### src/sv/ftfe_pkg.sv
// types, constants and tag decode functions for the fcp tlv field extractor
// no dependencies
`timescale 1ns / 1ps

package ftfe_pkg;

    typedef enum logic [2:0] {
        PH_TAG = 3'b001,
        PH_LEN = 3'b010,
        PH_VAL = 3'b100
    } phase_t;

    typedef struct packed {
        logic [7:0] in_byte;
        logic       frame_last;
    } in_t;

    typedef struct packed {
        logic       emit;
        logic [3:0] field_code;
        logic [7:0] byte_index;
        logic [7:0] value_byte;
        logic       value_end;
        logic       key_file;
        logic       frame_end;
        logic       truncated;
    } out_t;

    typedef struct packed {
        logic       nested_level;
        phase_t     outer_phase;
        phase_t     inner_phase;
        logic [7:0] outer_tag;
        logic [7:0] outer_remaining;
        logic [7:0] inner_tag;
        logic [7:0] inner_remaining;
        logic [7:0] container_remaining;
        logic [7:0] value_position;
        logic       key_file_flag;
    } state_t;

    localparam state_t STATE_RESET = '{
        nested_level:        1'b0,
        outer_phase:         PH_TAG,
        inner_phase:         PH_TAG,
        outer_tag:           8'h00,
        outer_remaining:     8'h00,
        inner_tag:           8'h00,
        inner_remaining:     8'h00,
        container_remaining: 8'h00,
        value_position:      8'h00,
        key_file_flag:       1'b0
    };

    localparam logic [7:0] TAG_TEMPLATE  = 8'h62;
    localparam logic [7:0] TAG_CONTAINER = 8'hA5;
    localparam logic [7:0] TAG_FILE_TYPE = 8'h82;
    localparam logic [7:0] FT_KEY_A      = 8'h11;
    localparam logic [7:0] FT_KEY_B      = 8'h51;

    localparam logic [3:0] CODE_O80  = 4'd0;
    localparam logic [3:0] CODE_O82  = 4'd1;
    localparam logic [3:0] CODE_O83  = 4'd2;
    localparam logic [3:0] CODE_O84  = 4'd3;
    localparam logic [3:0] CODE_O88  = 4'd4;
    localparam logic [3:0] CODE_O8A  = 4'd5;
    localparam logic [3:0] CODE_O8B  = 4'd6;
    localparam logic [3:0] CODE_K85  = 4'd7;
    localparam logic [3:0] CODE_K86  = 4'd8;
    localparam logic [3:0] CODE_K87  = 4'd9;
    localparam logic [3:0] CODE_K89  = 4'd10;
    localparam logic [3:0] CODE_K8B  = 4'd11;
    localparam logic [3:0] CODE_K8E  = 4'd12;
    localparam logic [3:0] CODE_N81  = 4'd13;
    localparam logic [3:0] NO_CODE   = 4'd15;

    function automatic logic [3:0] outer_code(input logic [7:0] t);
        logic [3:0] c;
        unique case (t)
            8'h80:   c = CODE_O80;
            8'h82:   c = CODE_O82;
            8'h83:   c = CODE_O83;
            8'h84:   c = CODE_O84;
            8'h88:   c = CODE_O88;
            8'h8A:   c = CODE_O8A;
            8'h8B:   c = CODE_O8B;
            default: c = NO_CODE;
        endcase
        return c;
    endfunction

    function automatic logic [3:0] inner_code(input logic [7:0] t, input logic key);
        logic [3:0] c;
        if (!key)
        begin
            c = (t == 8'h81) ? CODE_N81 : NO_CODE;
        end
        else
        begin
            unique case (t)
                8'h85:   c = CODE_K85;
                8'h86:   c = CODE_K86;
                8'h87:   c = CODE_K87;
                8'h89:   c = CODE_K89;
                8'h8B:   c = CODE_K8B;
                8'h8E:   c = CODE_K8E;
                default: c = NO_CODE;
            endcase
        end
        return c;
    endfunction

endpackage

### src/sv/ftfe_step.sv
// next-state and result logic for one byte of the fcp response
// depends on ftfe_pkg
`timescale 1ns / 1ps

module ftfe_step
    import ftfe_pkg::*;
(
    input  state_t st,
    input  in_t    din,
    output state_t st_next,
    output out_t   res
);

    state_t     nx;
    out_t       r;
    logic [7:0] cont_dec;
    logic [7:0] out_dec;
    logic [7:0] inn_dec;
    logic [3:0] ocode;
    logic [3:0] icode;
    logic [7:0] b;

    assign b        = din.in_byte;
    assign cont_dec = st.container_remaining - 8'd1;
    assign out_dec  = st.outer_remaining - 8'd1;
    assign inn_dec  = st.inner_remaining - 8'd1;
    assign ocode    = outer_code(st.outer_tag);
    assign icode    = inner_code(st.inner_tag, st.key_file_flag);

    always_comb
    begin
        nx = st;
        r  = '0;
        if (!st.nested_level)
        begin
            unique case (st.outer_phase)
                PH_TAG:
                begin
                    nx.outer_tag   = b;
                    nx.outer_phase = PH_LEN;
                end
                PH_LEN:
                begin
                    priority if (st.outer_tag == TAG_TEMPLATE)
                    begin
                        nx.outer_phase = PH_TAG;
                    end
                    else if (st.outer_tag == TAG_CONTAINER)
                    begin
                        nx.container_remaining = b;
                        nx.outer_phase         = PH_TAG;
                        if (b != 8'd0)
                        begin
                            nx.nested_level = 1'b1;
                            nx.inner_phase  = PH_TAG;
                        end
                    end
                    else
                    begin
                        if (st.outer_tag == TAG_FILE_TYPE && b == 8'd0)
                        begin
                            nx.key_file_flag = 1'b0;
                        end
                        nx.outer_remaining = b;
                        nx.value_position  = 8'd0;
                        nx.outer_phase     = (b != 8'd0) ? PH_VAL : PH_TAG;
                    end
                end
                PH_VAL:
                begin
                    if (st.outer_tag == TAG_FILE_TYPE && st.value_position == 8'd0)
                    begin
                        nx.key_file_flag = (b == FT_KEY_A) || (b == FT_KEY_B);
                    end
                    if (ocode != NO_CODE)
                    begin
                        r.emit       = 1'b1;
                        r.field_code = ocode;
                        r.byte_index = st.value_position;
                        r.value_byte = b;
                    end
                    nx.value_position  = st.value_position + 8'd1;
                    nx.outer_remaining = out_dec;
                    if (out_dec == 8'd0)
                    begin
                        r.value_end    = r.emit;
                        nx.outer_phase = PH_TAG;
                    end
                end
                default:
                begin
                    nx.outer_phase = PH_TAG;
                end
            endcase
        end
        else
        begin
            nx.container_remaining = cont_dec;
            unique case (st.inner_phase)
                PH_TAG:
                begin
                    nx.inner_tag   = b;
                    nx.inner_phase = PH_LEN;
                    if (cont_dec == 8'd0)
                    begin
                        r.truncated     = 1'b1;
                        nx.nested_level = 1'b0;
                        nx.inner_phase  = PH_TAG;
                        nx.outer_phase  = PH_TAG;
                    end
                end
                PH_LEN:
                begin
                    nx.inner_remaining = b;
                    nx.value_position  = 8'd0;
                    priority if (b == 8'd0)
                    begin
                        nx.inner_phase = PH_TAG;
                        if (cont_dec == 8'd0)
                        begin
                            nx.nested_level = 1'b0;
                            nx.outer_phase  = PH_TAG;
                        end
                    end
                    else if (cont_dec == 8'd0)
                    begin
                        r.truncated     = 1'b1;
                        nx.nested_level = 1'b0;
                        nx.inner_phase  = PH_TAG;
                        nx.outer_phase  = PH_TAG;
                    end
                    else
                    begin
                        nx.inner_phase = PH_VAL;
                    end
                end
                PH_VAL:
                begin
                    if (icode != NO_CODE)
                    begin
                        r.emit       = 1'b1;
                        r.field_code = icode;
                        r.byte_index = st.value_position;
                        r.value_byte = b;
                    end
                    nx.value_position  = st.value_position + 8'd1;
                    nx.inner_remaining = inn_dec;
                    priority if (inn_dec == 8'd0)
                    begin
                        r.value_end    = r.emit;
                        nx.inner_phase = PH_TAG;
                        if (cont_dec == 8'd0)
                        begin
                            nx.nested_level = 1'b0;
                            nx.outer_phase  = PH_TAG;
                        end
                    end
                    else if (cont_dec == 8'd0)
                    begin
                        r.value_end     = r.emit;
                        r.truncated     = 1'b1;
                        nx.nested_level = 1'b0;
                        nx.inner_phase  = PH_TAG;
                        nx.outer_phase  = PH_TAG;
                    end
                    else
                    begin
                        nx.inner_phase = PH_VAL;
                    end
                end
                default:
                begin
                    nx.inner_phase = PH_TAG;
                end
            endcase
        end

        r.key_file  = nx.key_file_flag;
        r.frame_end = din.frame_last;
        if (din.frame_last)
        begin
            if (nx.nested_level || nx.outer_phase != PH_TAG)
            begin
                r.truncated = 1'b1;
            end
            nx = STATE_RESET;
        end
    end

    assign st_next = nx;
    assign res     = r;

endmodule

### src/sv/fcp_tlv_field_extractor_core.sv
// top level of the fcp tlv field extractor: input register, parse state, result register
// depends on ftfe_pkg and ftfe_step
`timescale 1ns / 1ps

//  channel | handshake            | payload
//  --------+----------------------+-----------------------------------
//  in      | in_valid / in_ready  | in_data  (in_byte, frame_last)
//  out     | out_valid / out_ready| out_data (emit ... truncated)
//
// one byte per cycle sustained while out_ready holds; a byte passes the input register, then the result register
// the parse state updates when a registered byte moves into the result register
// reset returns the parser to the outer level expecting a tag, both stages empty
// a stalled result holds its register; the input register still takes one byte,
// then in_ready follows out_ready

module fcp_tlv_field_extractor_core
    import ftfe_pkg::*;
(
    input  logic clk,
    input  logic rst_n,
    input  logic in_valid,
    output logic in_ready,
    input  in_t  in_data,
    output logic out_valid,
    input  logic out_ready,
    output out_t out_data
);

    logic   in_valid_reg;
    logic   in_valid_next;
    in_t    in_data_reg;
    logic   out_valid_reg;
    logic   out_valid_next;
    out_t   out_data_reg;
    state_t state_reg;
    state_t state_next;
    state_t step_state;
    out_t   step_res;
    logic   out_free;
    logic   fire;
    logic   in_xfer;

    ftfe_step u_step
    (
        .st      (state_reg),
        .din     (in_data_reg),
        .st_next (step_state),
        .res     (step_res)
    );

    assign out_free = !out_valid_reg || out_ready;
    assign fire     = in_valid_reg && out_free;
    assign in_ready = !in_valid_reg || fire;
    assign in_xfer  = in_valid && in_ready;

    always_comb
    begin
        in_valid_next  = in_xfer ? 1'b1 : (fire ? 1'b0 : in_valid_reg);
        out_valid_next = fire ? 1'b1 : (out_ready ? 1'b0 : out_valid_reg);
        state_next     = fire ? step_state : state_reg;
    end

    always_ff @(posedge clk or negedge rst_n)
    begin
        if (!rst_n)
        begin
            in_valid_reg  <= 1'b0;
            out_valid_reg <= 1'b0;
            state_reg     <= STATE_RESET;
        end
        else
        begin
            in_valid_reg  <= in_valid_next;
            out_valid_reg <= out_valid_next;
            state_reg     <= state_next;
        end
    end

    always_ff @(posedge clk)
    begin
        if (in_xfer)
        begin
            in_data_reg <= in_data;
        end
        if (fire)
        begin
            out_data_reg <= step_res;
        end
    end

    assign out_valid = out_valid_reg;
    assign out_data  = out_data_reg;

`ifndef ASSERT_OFF
    // quiet result fields when nothing is emitted
    assert property (@(posedge clk) disable iff (!rst_n)
        out_valid && !out_data.emit |->
            out_data.field_code == 4'd0 && out_data.byte_index == 8'd0 &&
            out_data.value_byte == 8'd0 && !out_data.value_end)
    else $error("non-emit result carries field data");

    // value_end only marks an emitted byte
    assert property (@(posedge clk) disable iff (!rst_n)
        out_valid && out_data.value_end |-> out_data.emit)
    else $error("value_end without emit");

    // frame end returns the parser to reset state
    assert property (@(posedge clk) disable iff (!rst_n)
        fire && in_data_reg.frame_last |=> state_reg == STATE_RESET)
    else $error("state not cleared after frame end");

    // every processed byte lands in the result register
    assert property (@(posedge clk) disable iff (!rst_n)
        fire |=> out_valid_reg && out_data_reg.frame_end == $past(in_data_reg.frame_last))
    else $error("result transfer lost");
`endif

endmodule

### config.mk
export PLATFORM = sky130hd
export DESIGN_NAME = fcp_tlv_field_extractor_core
export DESIGN_NICKNAME = d
export VERILOG_FILES = /design/src/sv/ftfe_pkg.sv /design/src/sv/ftfe_step.sv /design/src/sv/fcp_tlv_field_extractor_core.sv
export SDC_FILE = /design/constraint.sdc
export NUM_CORES = 1
export LEC_CHECK = 0
export CAP_MARGIN = 20
export CORE_MARGIN = 1.5
export CORE_UTILIZATION = 55
export CTS_CLUSTER_DIAMETER = 100
export DETAILED_ROUTE_END_ITERATION = 10
export DONT_BUFFER_PORTS = 1
export HOLD_SLACK_MARGIN = 0.1
export PLACE_DENSITY = 0.81
export SYNTH_ARGS = -nofsm -noshare
export SYNTH_HDL_FRONTEND = slang
export SYNTH_SLANG_ARGS = --single-unit
export TNS_END_PERCENT = 10
### constraint.sdc
create_clock -name clk -period 3.3 [get_ports clk]
set_input_delay 0.825 -clock clk [delete_from_list [all_inputs] [get_ports clk]]
set_output_delay 0.825 -clock clk [all_outputs]
set_load 0.01 [all_outputs]
==> flow_metrics.env <==
export IMPL_status="complete, but fails checks"
export IMPL_failed_checks="design-rule violations"
export IMPL_r2r_slack_ps=690
export IMPL_start_util=0.571
export IMPL_synth_top_cell_area_share=0.279
export IMPL_antenna_found_initial=0
export IMPL_viasPerCell=6.43
export IMPL_r2r_start="state_reg[33]"
export IMPL_slew_violations=0
export IMPL_dr_pass1_iters=8
export IMPL_clk_latency_ps=370
export IMPL_die_area_sq_mm=0.00973
export IMPL_diodes=0
export IMPL_hpwl_mm=7.63
export IMPL_fin_nets=538
export IMPL_final_period_utilization=0.791
export IMPL_reg2regPathDepth=8
export IMPL_grt_pass1_wl_mm=18.8
export IMPL_ys_types=69
export IMPL_cap_violations=0
export IMPL_cp_required_ps=3430
export IMPL_powerDensity_mw_per_mm2=648
export IMPL_cpPeakStageDelay_ps=520
export IMPL_vias=4054
export IMPL_synth_warnings=0
export IMPL_grt_max_degree=59
export IMPL_ctsResizeCount=0
export IMPL_worstPathMaxFanout=7
export IMPL_end_kind="flop"
export IMPL_syn_to_final_growth_pct=4.53
export IMPL_pin_count=40
export IMPL_syn_inst=525
export IMPL_finalSetupViolCount=0
export IMPL_grt_pass1_vias=3798
export IMPL_die_w_um=98.6
export IMPL_fp_dieH_um=98.6
export IMPL_numClockSinks=92
export IMPL_tritoncts="yes"
export IMPL_synth_edf_count=34
export IMPL_dp_cells=614
export IMPL_drt_iter0_drc=336
export IMPL_io_buffer_count=0
export IMPL_gr_total_overflow=0
export IMPL_avgSynthCellArea_sq_um=9.58
export IMPL_final_cells=630
export IMPL_yosys_top_cells_area="dfrtp_1 (28%), edfxtp_1 (20%), o21ai_0 (5.7%), nand2_1 (3.7%), nor2_1 (3.4%)"
export IMPL_crit_buf_inv=1
export IMPL_path_depth=8
export IMPL_worst_pin_slew_ps=938
export IMPL_worst_slack_ps=689
export IMPL_syn_nets=546
export IMPL_finalHoldViolCount=0
export IMPL_max_freq_mhz=383
export IMPL_place_area_sq_mm=0.00508
export IMPL_crit_family="compound AO/OA/AOI/OAI gates"
export IMPL_cpMaxStageDelayCell="or4b_1"
export IMPL_async_flop_share=0.630
export IMPL_grt_usage=0.247
export IMPL_worstPathCellList="inv_1 > ha_1 > or4b_1 > xnor2_1 > nor3_1 > o2111ai_1 > o211a_1 > a22o_1"
export IMPL_yosysTopAreaCell="dfrtp_1"
export IMPL_root_buffer="clkbuf_8"
export IMPL_drcViolationCount=4
export IMPL_regToRegEndpoint="out_data[0]"
export IMPL_drt_wl_total_mm=11.3
export IMPL_cts_buffers_inserted=9
export IMPL_crit_type="reg -> reg"
export IMPL_p_leak_nw=2.10
export IMPL_rsz0062_at_grt="no"
export IMPL_hold_buffers=0
export IMPL_num_rows=34
export IMPL_drive_above_1_share=0.0670
export IMPL_clk_pin_slew_worst_paths_ps=100
export IMPL_clock_path_buffers=2
export IMPL_synth_seq_area_share=0.492
export IMPL_wl_per_cell_um=17.9
export IMPL_core_region_area_sq_mm=0.00881
export IMPL_drtAntennaViolNets=0
export IMPL_startpoint="state_reg[33]"
export IMPL_max_vdd_ir_drop_uv=390
export IMPL_gp_congestion=0.909
export IMPL_crit_path_end="out_data[0]"
export IMPL_clock_skew_ps=15.5
export IMPL_relSlewSlack=0.371
export IMPL_worst_ep_arrival_time_ps=2740
export IMPL_synthFlopType="dfrtp_1"
export IMPL_startpoint_type="flop"
export IMPL_largest_reg_flops=56
export IMPL_post_cts_buffers=0
export IMPL_stdcell_area_sq_mm=0.00526
export IMPL_synth_seq_cells=92
export IMPL_worstHoldPathType="in -> async"
export IMPL_ctsHtreeMaxLevel=3
export IMPL_period_minus_slack_ps=2610
export IMPL_setup_tns_ps=0
export IMPL_synth_area_sq_mm=0.00503
export IMPL_pre_cts_ws_ps=748
==> per-layer routing <==
metal | vias up | share of wire | global-route usage
met1 | 1920 | 0.44 | 0.344
li1 | 1901 | - | -
met5 | - | 0 | 0
met4 | 0 | 0.035 | 0.121
met2 | 199 | 0.45 | 0.381
met3 | 34 | 0.072 | 0.0383
==> how the worst min path moves through the flow <==
stage,startpoint,to,slack (ps),cells after the start
3_5_place_dp,state_reg[32],state_reg[32],460,2
5_1_grt,rst_n,state_reg[27],120,0
6_report,rst_n,state_reg[25],130,0
4_1_cts,rst_n,state_reg[28],130,0
3_3_place_gp,state_reg[32],state_reg[32],460,2
2_1_floorplan,state_reg[32],state_reg[32],440,2
==> layout by cell type, fill, tap and decap left out, types with 15 or more instances in the layout <==
cell,instances
a21oi_1,25
and2_1,15
dfrtp_1,56
edfxtp_1,34
inv_1,18
nand2_1,49
nand2b_1,18
nor2_1,46
nor3_1,19
o21ai_0,57
==> area by class of cell <==
class | count | area, sq um
fillers | 743 | 3550
flip-flops and latches | 92 | 2470
multi-input cells | 390 | 2360
well taps | 108 | 135
clock buffers | 10 | 128
inverters | 18 | 67.6
clock inverters | 6 | 48.8
repair buffers | 6 | 45.0
==> synthesized netlist by cell type, drive strengths merged, types with 3 or more instances <==
cell type	instances
and2	15
or3b	3
nand2b	18
a22oi	8
a22o	3
nand2	49
nand3	11
or3	4
o21ai	61
buf	5
ha	8
xnor2	8
nor4b	6
a32oi	3
nor2b	5
inv	18
xor2	5
nand3b	5
or2	3
a21oi	26
nor3b	9
a211oi	3
or4	4
dfrtp	56
nor2	47
a21o	9
o31ai	11
nor4	11
nor3	20
edfxtp	34
mux2i	3
clkbuf	20
==> metrics by stage <==
| step | utilization | hold WS [ps] | total power [W] |
|---|---|---|---|
| after floorplan | - | 442 | 0.00250 |
| after global placement | 0.577 | 460 | 0.00265 |
| after detailed placement | 0.577 | 464 | 0.00271 |
| after CTS | 0.597 | 131 | 0.00339 |
| after global routing | 0.597 | 116 | 0.00362 |
| final | 0.597 | 133 | 0.00340 |
==> logic make-up (layout without fill, tap and decap cells) <==
kind of cell	Yosys count	in the layout	synth area share
flops	92	92	0.492
fa+ha+maj	8	8	0.0199
mux	3	3	0.00597
xor+xnor	13	13	0.0226
compound gates	152	152	0.190
buf+inv	43	40	0.0391
simple gates	214	214	0.230
==> report_power, final <==
| group | internal [W] | total [W] | switching (W) |
|---|---|---|---|
| Combinational | 0.000419 | 0.000975 | 0.000556 |
| Clock | 0.000279 | 0.000692 | 0.000414 |
| Sequential | 0.00140 | 0.00174 | 0.000333 |
Power figures use the tool's default switching activity.
